## config.mk

```make
export PLATFORM = sky130hd
export DESIGN_NAME = trb_box
export DESIGN_NICKNAME = d
export VERILOG_FILES = /design/src/sv/trb_pkg.sv /design/src/sv/trb_box.sv
export SDC_FILE = /design/constraint.sdc
export NUM_CORES = 1
export LEC_CHECK = 0
export ABC_AREA = 1
export ABC_CLOCK_PERIOD_IN_PS = 4800
export BUFFER_PORTS_ARGS = -buffer_cell sky130_fd_sc_hd__buf_4
export CORE_ASPECT_RATIO = 1.2
export CORE_MARGIN = 4
export CORE_UTILIZATION = 35
export DETAILED_ROUTE_END_ITERATION = 8
export SLEW_MARGIN = 20
export SYNTH_ARGS = -nofsm -noshare
export SYNTH_HDL_FRONTEND = slang
export SYNTH_SLANG_ARGS = --single-unit
export TNS_END_PERCENT = 50
```

## constraint.sdc

```tcl
create_clock -name clk -period 4.8 [get_ports clk]
set_input_delay 0.48 -clock clk [delete_from_list [all_inputs] [get_ports clk]]
set_output_delay 0.48 -clock clk [all_outputs]
set_load 0.03 [all_outputs]
```

## src/sv/trb_pkg.sv

```systemverilog
// ----------------------------------------------------------------------------
// trb_pkg
// Shared widths, reset values, register codes and pipeline control types for
// the triangle transform and bounding box unit.
// ----------------------------------------------------------------------------
package trb_pkg;

    // Field widths
    localparam int COORD_BITS_DEF = 12;
    localparam int SCALE_W        = 16;
    localparam int TRIG_W         = 16;
    localparam int SHIFT_W        = 13;
    localparam int OUT_W          = 21;
    localparam int BOX_W          = 22;
    localparam int CFG_W          = 13;
    localparam int CFG_IDX_W      = 1;

    // Fixed point fraction bits: scale Q8.8, sine/cosine Q1.14
    localparam int SCALE_FRAC = 8;
    localparam int TRIG_FRAC  = 14;

    localparam int NUM_VTX    = 3;
    localparam int NUM_STAGES = 6;

    // Screen size after reset
    localparam logic [CFG_W-1:0] SCREEN_W_RST = 13'd640;
    localparam logic [CFG_W-1:0] SCREEN_H_RST = 13'd480;

    // Configuration register indexes
    typedef enum logic [CFG_IDX_W-1:0] {
        REG_SCREEN_WIDTH  = 1'b0,
        REG_SCREEN_HEIGHT = 1'b1
    } cfg_reg_t;

    // Stage load strobes for the vertex transform stages
    typedef struct packed {
        logic s1;
        logic s2;
        logic s3;
        logic s4;
    } xf_load_t;

    // Stage load strobes for the bounding box stages
    typedef struct packed {
        logic s5;
        logic s6;
    } box_load_t;

endpackage

```

## src/sv/trb_box.sv

```systemverilog
// ----------------------------------------------------------------------------
// trb_box
// Two stage bounding box: min/max and screen test, then width and height
// into the output register.
// ----------------------------------------------------------------------------
module trb_box (
    input  logic                                clk,
    input  trb_pkg::box_load_t                  ld,
    input  logic signed [trb_pkg::OUT_W-1:0]    px [trb_pkg::NUM_VTX],
    input  logic signed [trb_pkg::OUT_W-1:0]    py [trb_pkg::NUM_VTX],
    input  logic        [trb_pkg::CFG_W-1:0]    screen_w,
    input  logic        [trb_pkg::CFG_W-1:0]    screen_h,
    output logic signed [trb_pkg::OUT_W-1:0]    qx [trb_pkg::NUM_VTX],
    output logic signed [trb_pkg::OUT_W-1:0]    qy [trb_pkg::NUM_VTX],
    output logic signed [trb_pkg::OUT_W-1:0]    left,
    output logic signed [trb_pkg::OUT_W-1:0]    top,
    output logic        [trb_pkg::BOX_W-1:0]    width,
    output logic        [trb_pkg::BOX_W-1:0]    height,
    output logic                                all_in
);

    localparam int NV = trb_pkg::NUM_VTX;
    localparam int OW = trb_pkg::OUT_W;
    localparam int BW = trb_pkg::BOX_W;

    // Stage 5 registers
    logic signed [OW-1:0] px5_reg [NV];
    logic signed [OW-1:0] py5_reg [NV];
    logic signed [OW-1:0] minx_reg, maxx_reg, miny_reg, maxy_reg;
    logic signed [OW-1:0] minx_next, maxx_next, miny_next, maxy_next;
    logic                 in5_reg, in5_next;

    // Stage 6 registers
    logic signed [OW-1:0] qx_reg [NV];
    logic signed [OW-1:0] qy_reg [NV];
    logic signed [OW-1:0] left_reg, top_reg;
    logic        [BW-1:0] width_reg, height_reg, width_next, height_next;
    logic                 inside_reg;

    // Min/max over the three vertices and screen test
    always_comb
    begin
        logic signed [BW-1:0] wx, wy, xe, ye;
        minx_next = px[0];
        maxx_next = px[0];
        miny_next = py[0];
        maxy_next = py[0];
        in5_next  = 1'b1;
        wx = $signed({{(BW - trb_pkg::CFG_W){1'b0}}, screen_w});
        wy = $signed({{(BW - trb_pkg::CFG_W){1'b0}}, screen_h});
        for (int i = 0; i < NV; i++)
        begin
            if (px[i] < minx_next)
            begin
                minx_next = px[i];
            end
            if (px[i] > maxx_next)
            begin
                maxx_next = px[i];
            end
            if (py[i] < miny_next)
            begin
                miny_next = py[i];
            end
            if (py[i] > maxy_next)
            begin
                maxy_next = py[i];
            end
            xe = BW'(px[i]);
            ye = BW'(py[i]);
            if (px[i][OW-1] || py[i][OW-1] || (xe >= wx) || (ye >= wy))
            begin
                in5_next = 1'b0;
            end
        end
    end

    // Extent plus one; never negative, fits the box width
    always_comb
    begin
        width_next  = BW'(BW'(maxx_reg) - BW'(minx_reg) + BW'(1));
        height_next = BW'(BW'(maxy_reg) - BW'(miny_reg) + BW'(1));
    end

    always_ff @(posedge clk)
    begin
        if (ld.s5)
        begin
            px5_reg  <= px;
            py5_reg  <= py;
            minx_reg <= minx_next;
            maxx_reg <= maxx_next;
            miny_reg <= miny_next;
            maxy_reg <= maxy_next;
            in5_reg  <= in5_next;
        end
        if (ld.s6)
        begin
            qx_reg     <= px5_reg;
            qy_reg     <= py5_reg;
            left_reg   <= minx_reg;
            top_reg    <= miny_reg;
            width_reg  <= width_next;
            height_reg <= height_next;
            inside_reg <= in5_reg;
        end
    end

    assign qx     = qx_reg;
    assign qy     = qy_reg;
    assign left   = left_reg;
    assign top    = top_reg;
    assign width  = width_reg;
    assign height = height_reg;
    assign all_in = inside_reg;

endmodule

```

==> impl_metrics.ini, run 1 <==
[placement]
hpwlAfterDp_mm = 55.26
dp_cells = 3225
portBuffers = 367
globalplace.congestion = 0.9477

[routing]
drt-wirelength-per-cell_um = 20.98
via_per_inst = 5.033
drt_wl_total_mm = 69.50
drt_pass1_iterations = 7
via_count = 16670
first_iter_violations = 1114
ant_nets = 0
drc_errors = 0

[logic_synthesis]
synth_most_common_cell = edfxtp_1
synth_area_leaders = edfxtp_1 56%, ha_1 16%, nand2_1 5.7%
yosysUniqueCellTypes = 42
synth_fp_nets = 2486
syn_avg_cell_area_um2 = 11.02
synth_edf_count = 424
netlist_instances = 2045
synth-seq-cells = 424
synth-main-ff-cell = edfxtp_1
synth.top_cell.area_share = 0.5649
async_flop_share = 0
syn_area_um2 = 22540
synth_warnings = 0
yosysSeqAreaShare = 0.5649
synth_common_cells = 424 x edfxtp_1, 342 x nand2_1, 284 x ha_1, 264 x inv_1, 152 x a21oi_1
synth_area_leader_cell = edfxtp_1

[critical_path]
critPathKind = in -> reg
end_kind = flip-flop
path_cells = buf_4 > inv_1 > ha_1 > nand2_1 > nor2_2 > nand2_1 > nor2_2 > nand2_1 > nand4_1 > nand2_1 > buf_4 > o21ai_0 > inv_1 > ha_1 > nand2_1 > nor2_1 > a211oi_1 > o221ai_1 > a21oi_1 > nand2_2 > nand2_2 > nand3_1 > nand2_1
cp-startpoint = py[62]
worstPathArrival_ps = 4710
crit_fanout = 38
cpMostUsedCell = nand2_1
slowest_stage = o21ai_0
required_ps = 5240
cp-start-kind = input pin
r2r_start = maxx_reg[1]
slowest_delay_ps = 630

[die]
die-area_um2 = 68540
fp.coreArea_um2 = 63560
initial_core_util = 0.3546
die_w_um = 239.7
num_rows = 101
io_pins = 368
die_h_um = 286.0

[finish]
area_delta_synth_final_pct = 23.92
instances_no_fill = 3312
antenna_cells = 0
layout-drive-gt1-share = 0.1917
fillers = 5944
finalNetCount = 2891
fin_util = 0.4394

[power_and_ir_drop]
p_leak_nw = 12.51
powerDensity_nw_per_um2 = 477.8
peakVddDrop_v = 0.0002368

[timing]
max_freq_ghz = 0.2347
finalSetupViolations = 0
tns_ps = 0
finalCritPeriodShare = 0.8877
max_slew_margin = 0.4820
tightest_slew_ps = 777.1
drv_slew = 0
fin_hold_ws_ps = 102.9
rsz0062_at_grt = no
hold_violations = 0
worst_clock_skew_ps = 20.88
period_minus_slack_ps = 4261

[clock_tree]
htree_levels = 2
clock_sinks = 424
cts_tree = built
clk_pin_slew_worst_paths_ps = 60
cts-root-buf = clkbuf_16
numCtsBuffers = 47
clk_path_buf_depth = 3
clk_latency_ps = 580
cts_setup_buffers = 0

[worst_hold_path]
hp-start = py[43]
hold_class = in -> reg

[global_route]
grt_pass1_vias = 16940
grt_pass1_wl_mm = 102.6
grt_max_degree = 97
overflow = 0
grt.total_usage = 0.1979
antenna_found_initial = 1

[outcome]
outcome = finished clean

[run]
cap_violations = 0
## cells by family (layout without fill, tap and decap cells)
kind of cell	after synthesis	count (layout)	synth area share
and+or+nand+nor	661	661	0.1268
DFF	424	424	0.5649
AOI/OAI and AO/OA	332	332	0.08038
buffers and inverters	304	747	0.05374
adders and majority gates	286	286	0.1594
xor gates and xnor gates	38	38	0.01477
## cell type report
class / count / area [µm²] / area share
inverter: 264 / 991.0 / 0.03548
timing repair buffer: 396 / 3038 / 0.1088
sequential: 424 / 12730 / 0.4559
clock inverter: 30 / 280.3 / 0.01003
tap: 824 / 1031 / 0.03691
clock buffer: 57 / 1256 / 0.04498
multi-input combinational: 1317 / 8602 / 0.3080
## worst max-delay path, delay by kind of cell
family	cells	cell delay, ps
adders and majority gates	2	660
and+or+nand+nor	13	1670
AOI/OAI and AO/OA	4	1290
buffers and inverters	4	600
## layout by cell type (no fill, tap or decap), drive strengths merged
master	n
or2	2
edfxtp	424
o21ai	125
xor2	26
a211oi	13
nor3	12
inv	267
nor3b	4
clkbuf	57
a21o	9
fa	2
ha	284
a221oi	2
o311ai	1
clkinvlp	3
nor4	21
a31oi	2
bufinv	4
nand2	346
nor4b	2
a21boi	3
and2	3
buf	396
o2111a	1
xnor2	12
nand3b	3
nor2	106
o21bai	3
a21oi	152
nand3	132
nand4	30
o211ai	8
o221ai	4
o31ai	3
clkinv	20
o22ai	1
o21a	5
## final timing paths
kind              cells past startpoint  slack (ps)          end
setup / recovery                     23         540  miny_reg[0]
hold / removal                        1         100  py5_reg[43]
setup reg to reg                     12        1390    width[19]
hold reg to reg                       0         410       qy[54]
## through the flow
stage	total power (W)	cell area [µm²]	worst slack, ps
2_1_floorplan	0.008143	22540	928.7
3_3_place_gp	0.009747	26390	-7.027
3_5_place_dp	0.009813	26390	-186.0
4_1_cts	0.01350	27920	428.9
5_1_grt	0.01416	27930	167.9
6_report	0.01334	27930	539.2
## layer usage
metal  track usage  wire (µm)
met3       0.03442       4640
met4       0.06227       2169
met1        0.2397      27400
met2        0.3570      35280
met5             0         13
## repair_timing
action | CTS | global route
setup endpoints to repair | 0 | 5
gates resized for setup | 0 | 1
hold buffers | 0 | 0
## report_power, final
part / internal [W] / total [W] / switching, W
logic: 0.00163 / 0.00457 / 0.00293
clock network: 0.00209 / 0.00361 / 0.00152
registers: 0.00494 / 0.00517 / 0.000227
Power figures use the tool's default switching activity.
==> run 2: changes to the inputs <==
ABC_CLOCK_PERIOD_IN_PS = 4400   (was 4800)
clock period = 4.4 ns   (was 4.8 ns; I/O delays follow)
==> impl_metrics.ini, run 2 (same netlist as run 1, synthesis figures left out) <==
[global_route]
top_usage_layer = met2
grt_pass1_wl_mm = 103.8
met2_usage = 0.3554
overflow = 0
antenna_found_initial = 10
grt_max_degree = 90
grt.total_usage = 0.1996
grt_pass1_vias = 17210
use_met1 = 0.2386
met3_usage = 0.04108

[placement]
portBuffers = 367
hpwlAfterDp_mm = 56.41
globalplace.congestion = 0.9438
dp_cells = 3304

[timing]
hold_violations = 0
rsz0062_at_grt = no
drv_slew = 0
tightest_slew_ps = 908.8
max_slew_margin = 0.3886
worst_clock_skew_ps = 11.68
finalSetupViolations = 0
period_minus_slack_ps = 3916
max_freq_ghz = 0.2554
finalCritPeriodShare = 0.8899

[finish]
area_delta_synth_final_pct = 27.11
layout_common_cells = 465 x buf_4, 424 x edfxtp_1, 342 x nand2_1, 284 x ha_1, 264 x inv_1
final_common_cell = buf_4
fillers = 5894
instances_no_fill = 3396
finalNetCount = 2970
fin_util = 0.4507
layout-drive-gt1-share = 0.2190

[critical_path]
crit_end = miny_reg[10]
cp-start-kind = input pin
crit_fanout = 22
rr_endpoint = width[19]
end_kind = flip-flop
worstPathArrival_ps = 4350
rrSetupSlack_ps = 1290
critPathKind = in -> reg
slowest_stage = ha_1
crit_buf_inv = 6
r2r.worst_path.cells = 12
cp-startpoint = py[41]
slowest_delay_ps = 350
cpMostUsedCell = nand2_1
cp.depth = 25
critical_path.top_delay_family = simple AND/OR/NAND/NOR gates
r2r_start = minx_reg[1]
required_ps = 4840

[die]
die_h_um = 286.0
num_rows = 101
die_w_um = 239.7
fp.coreArea_um2 = 63560
io_pins = 368
initial_core_util = 0.3546
die-area_um2 = 68540

[clock_tree]
cts_hold_buf = 0
cts_setup_buffers = 0
htree_levels = 2
clk_latency_ps = 580
cts-root-buf = clkbuf_16
clock_sinks = 424
cts_tree = built
clk_path_buf_depth = 3
clk_pin_slew_worst_paths_ps = 60
cts.repair.resized = 0
numCtsBuffers = 47

[power_and_ir_drop]
pwr-share-clk = 0.276
p_leak_nw = 12.93
powerDensity_nw_per_um2 = 517.5
power.switching_w = 0.005118
combPwrFrac = 0.344
p_int_w = 0.009707
p_sw_frac = 0.3452
peakVddDrop_v = 0.0003075
seqPwrFrac = 0.380

[outcome]
outcome = finished clean

[run]
cap_violations = 0

[routing]
drt-wirelength-per-cell_um = 20.69
via_count = 17120
first_iter_violations = 905
via_per_inst = 5.040
drt_wl_total_mm = 70.25
drc_errors = 0
ant_nets = 0
drt_pass1_iterations = 5

[worst_hold_path]
hold_class = in -> reg
-- run 2: final cells by class --
class	count	area, µm²	share of cell area
clock inverter	33	382.9	0.01336
tap	824	1031	0.03599
timing repair buffer	475	3681	0.1285
inverter	264	991.0	0.03459
sequential	424	12730	0.4444
clock buffer	53	1220	0.04258
multi-input combinational	1317	8596	0.3000
antenna	6	15.01	0.0005241
-- run 2: power by group through the flow --
| stage | combinational [W] | sequential [W] | clock, W |
|---|---|---|---|
| finish | 0.00510 | 0.00564 | 0.00409 |
| global route | 0.00565 | 0.00570 | 0.00437 |
| CTS | 0.00512 | 0.00565 | 0.00421 |
| detailed placement | 0.00509 | 0.00573 | 0 |
| global placement | 0.00502 | 0.00573 | 0 |
| floorplan | 0.00255 | 0.00633 | 0 |
-- run 2: metal layers --
metal	wire, µm	part of all wire
met4	2602	0.037
met3	4396	0.063
met1	27810	0.40
met5	48	0.00068
met2	35400	0.50
-- run 2: worst min-delay path by stage --
| stage | start | depth (start not counted) | end |
|---|---|---|---|
| 2_1_floorplan | in5_reg | 0 | all_in |
| 3_3_place_gp | px5_reg[6] | 0 | qx[6] |
| 3_5_place_dp | px5_reg[17] | 0 | qx[17] |
| 4_1_cts | py[21] | 1 | py5_reg[21] |
| 5_1_grt | py[21] | 1 | py5_reg[21] |
| 6_report | px[21] | 1 | px5_reg[21] |
-- run 2: worst register-to-register path: stages, from the launching register on --
cell	delay [ps]
edfxtp_1	410
ha_1	310
inv_1	70
ha_1	230
inv_1	100
fa_1	440
o21ai_0	200
buf_4	170
a21oi_1	90
o21ai_0	280
a21boi_0	200
o21ai_0	240
xor2_1	100
-- run 2: stage by stage --
stage	setup TNS, ps	total power, W	cell area, µm²	hold slack (ps)	setup WS, ps
2_1_floorplan	0	0.008883	22540	400.3	568.7
3_3_place_gp	-320.7	0.01074	27030	401.6	-24.72
3_5_place_dp	-4021	0.01083	27030	404.5	-157.0
4_1_cts	0	0.01498	28630	16.87	454.2
5_1_grt	0	0.01572	28630	26.62	132.9
6_report	0	0.01483	28650	65.15	484.4
==> run 3: changes to the inputs <==
ABC_AREA = unset   (was 1)
==> impl_metrics.ini, run 3 <==
[outcome]
outcome = finished clean

[power_and_ir_drop]
seqPwrFrac = 0.391
power.switching_w = 0.004457
p_int_w = 0.009491
p_leak_nw = 13.33
powerDensity_nw_per_um2 = 471.9
p_sw_frac = 0.3196
pwr-share-clk = 0.280
combPwrFrac = 0.330
peakVddDrop_v = 0.0002694

[critical_path]
path_cells = buf_4 > inv_1 > ha_1 > nand4_1 > nor3_2 > buf_4 > a311o_1 > a21o_4 > mux2i_4 > buf_4 > mux2i_1 > ha_1 > a21oi_1 > nor2b_1 > o21ai_0 > o211ai_1 > a211oi_2 > o21ai_1 > a31oi_2 > buf_6 > mux2_2
cp-start-kind = input pin
critical_path.top_delay_family = compound AO/OA/AOI/OAI gates
required_ps = 4730
cpMostUsedCell = buf_4
worstPathArrival_ps = 4630
r2r.worst_path.cells = 14
slowest_stage = mux2i_4
crit_fanout = 6
crit_buf_inv = 5
cp.depth = 21
slowest_delay_ps = 370
end_kind = flip-flop
critPathKind = in -> reg

[clock_tree]
numCtsBuffers = 47
cts_hold_buf = 0
htree_levels = 2
cts-root-buf = clkbuf_16
clk_latency_ps = 590
clk_path_buf_depth = 3
clock_sinks = 424
cts_tree = built
clk_pin_slew_worst_paths_ps = 60

[logic_synthesis]
synth_area_leaders = edfxtp_1 58%, ha_1 16%, mux2i_1 6.5%
synth.top_cell.area_share = 0.5808
yosysSeqAreaShare = 0.5808
netlist_instances = 1607
synth_warnings = 0
synth_common_cells = 424 x edfxtp_1, 284 x ha_1, 180 x inv_1, 143 x mux2i_1, 99 x a21oi_1
synth_edf_count = 424
synth_fp_nets = 2048
synth-main-ff-cell = edfxtp_1
async_flop_share = 0
syn_area_um2 = 21920
synth_area_leader_cell = edfxtp_1
syn_avg_cell_area_um2 = 13.64
synth_most_common_cell = edfxtp_1
synth-seq-cells = 424
yosysUniqueCellTypes = 62

[routing]
wl_met3_mm = 4.311
drt_pass1_iterations = 8
top_layer = met5
dr_wl_met2_mm = 32.14
drc_errors = 0
via_count = 15610
drt-wirelength-per-cell_um = 21.87
met1_length_mm = 30.34
drt_wl_total_mm = 68.54
via_per_inst = 4.981
ant_nets = 0
first_iter_violations = 1018

[finish]
finalNetCount = 2717
instances_no_fill = 3134
layout-drive-gt1-share = 0.3310
final_common_cell = buf_4
layout_common_cells = 618 x buf_4, 424 x edfxtp_1, 283 x ha_1, 180 x inv_1, 133 x mux2i_1
area_delta_synth_final_pct = 34.82

[timing]
max_freq_ghz = 0.2324
tightest_slew_ps = 717.1
max_slew_margin = 0.5219
worst_clock_skew_ps = 18.48
hold_violations = 0
finalSetupViolations = 0
finalCritPeriodShare = 0.9780
drv_slew = 0
fin_hold_ws_ps = 97.85
period_minus_slack_ps = 4303

[global_route]
antenna_found_initial = 9
grt_max_degree = 107
grt_pass1_vias = 16070
grt_pass1_wl_mm = 100.2
grt.total_usage = 0.1972
overflow = 0

[die]
io_pins = 368
die-area_um2 = 66720
initial_core_util = 0.3533
die_h_um = 282.2
fp.coreArea_um2 = 62060
num_rows = 100
die_w_um = 236.5

[placement]
dp_cells = 3033
globalplace.congestion = 0.9257
hpwlAfterDp_mm = 53.92
portBuffers = 367

[worst_hold_path]
min_path_cells = 1
hold_class = in -> reg

[run]
cap_violations = 0
==> run 3: cell types whose count changed in the layout (fill, tap and decap cells not counted), sizes merged, moves of 13 or more <==
| cell | previous run | this run |
|---|---|---|
| a21oi | 152 | 100 |
| xnor2 | 12 | 25 |
| nand3 | 132 | 25 |
| xor2 | 26 | 9 |
| nor2b | 0 | 19 |
| mux2i | 0 | 145 |
| o21ai | 125 | 42 |
| nand2 | 346 | 42 |
| o21a | 5 | 20 |
| a21o | 9 | 47 |
| inv | 269 | 185 |
| nor2 | 106 | 63 |
| buf | 475 | 637 |
==> run 3: final timing paths <==
check | from | slack [ps] | end
worst max register to register | miny_reg[1] | 870 | height[21]
worst min-delay path | px[0] | 100 | px5_reg[0]
worst max-delay path | px[62] | 100 | maxx_reg[0]
worst min register to register | px5_reg[28] | 410 | qx[28]
==> run 3: final cells by class <==
| class | instances | area, µm² |
|---|---|---|
| timing repair buffer | 638 | 4969 |
| clock buffer | 56 | 1231 |
| multi-input combinational | 985 | 8633 |
| sequential | 424 | 12730 |
| antenna | 7 | 17.52 |
| clock inverter | 28 | 277.8 |
| inverter | 180 | 675.6 |
| tap | 816 | 1021 |
| fill | 5636 | 32500 |
==> run 3: through the flow <==
step / setup WS (ps) / instance area [µm²] / total power (W) / utilization / setup TNS (ps)
4_1_cts: 13.53 / 29200 / 0.01397 / 0.4705 / 0
5_1_grt: -102.6 / 29550 / 0.01469 / 0.4762 / -1099
3_5_place_dp: -654.4 / 27670 / 0.01000 / 0.4458 / -47000
2_1_floorplan: -13.44 / 21920 / 0.008129 / - / -268.8
6_report: 96.59 / 29560 / 0.01395 / 0.4763 / 0
3_3_place_gp: -581.1 / 27670 / 0.009921 / 0.4458 / -37160
==> run 3: repair_timing <==
action,in CTS,in global routing
endpoints found under the hold margin,0,0
gates cloned,0,1
gates resized for setup,4,53
buffers inserted,1,8
setup endpoints to repair,30,84
pin swaps,1,20
==> run 3: cell families (layout without fill, tap and decap cells) <==
family | Yosys count | in the layout | share of synthesized area
DFF | 424 | 424 | 0.5808
adders and majority gates | 286 | 286 | 0.1639
and+or+nand+nor | 255 | 255 | 0.05992
other | 0 | 7 | 0
buffers and inverters | 198 | 902 | 0.03687
AOI/OAI and AO/OA | 261 | 261 | 0.07602
xor gates and xnor gates | 34 | 34 | 0.01393
muxes | 149 | 149 | 0.06860
==> run 3: routing by layer <==
layer  global-route usage  vias to the layer above
li1                     -                     7439
met1               0.2697                     7562
met2               0.3246                      512
met3              0.03803                       92
met4              0.05346                        4
met5                    0                        -
==> run 3: power by group through the flow <==
stage / registers, W / logic (W) / clock network, W
global placement: 0.00554 / 0.00438 / 0
global route: 0.00551 / 0.00500 / 0.00418
detailed placement: 0.00554 / 0.00446 / 0
floorplan: 0.00612 / 0.00201 / 0
finish: 0.00545 / 0.00460 / 0.00390
CTS: 0.00546 / 0.00449 / 0.00402
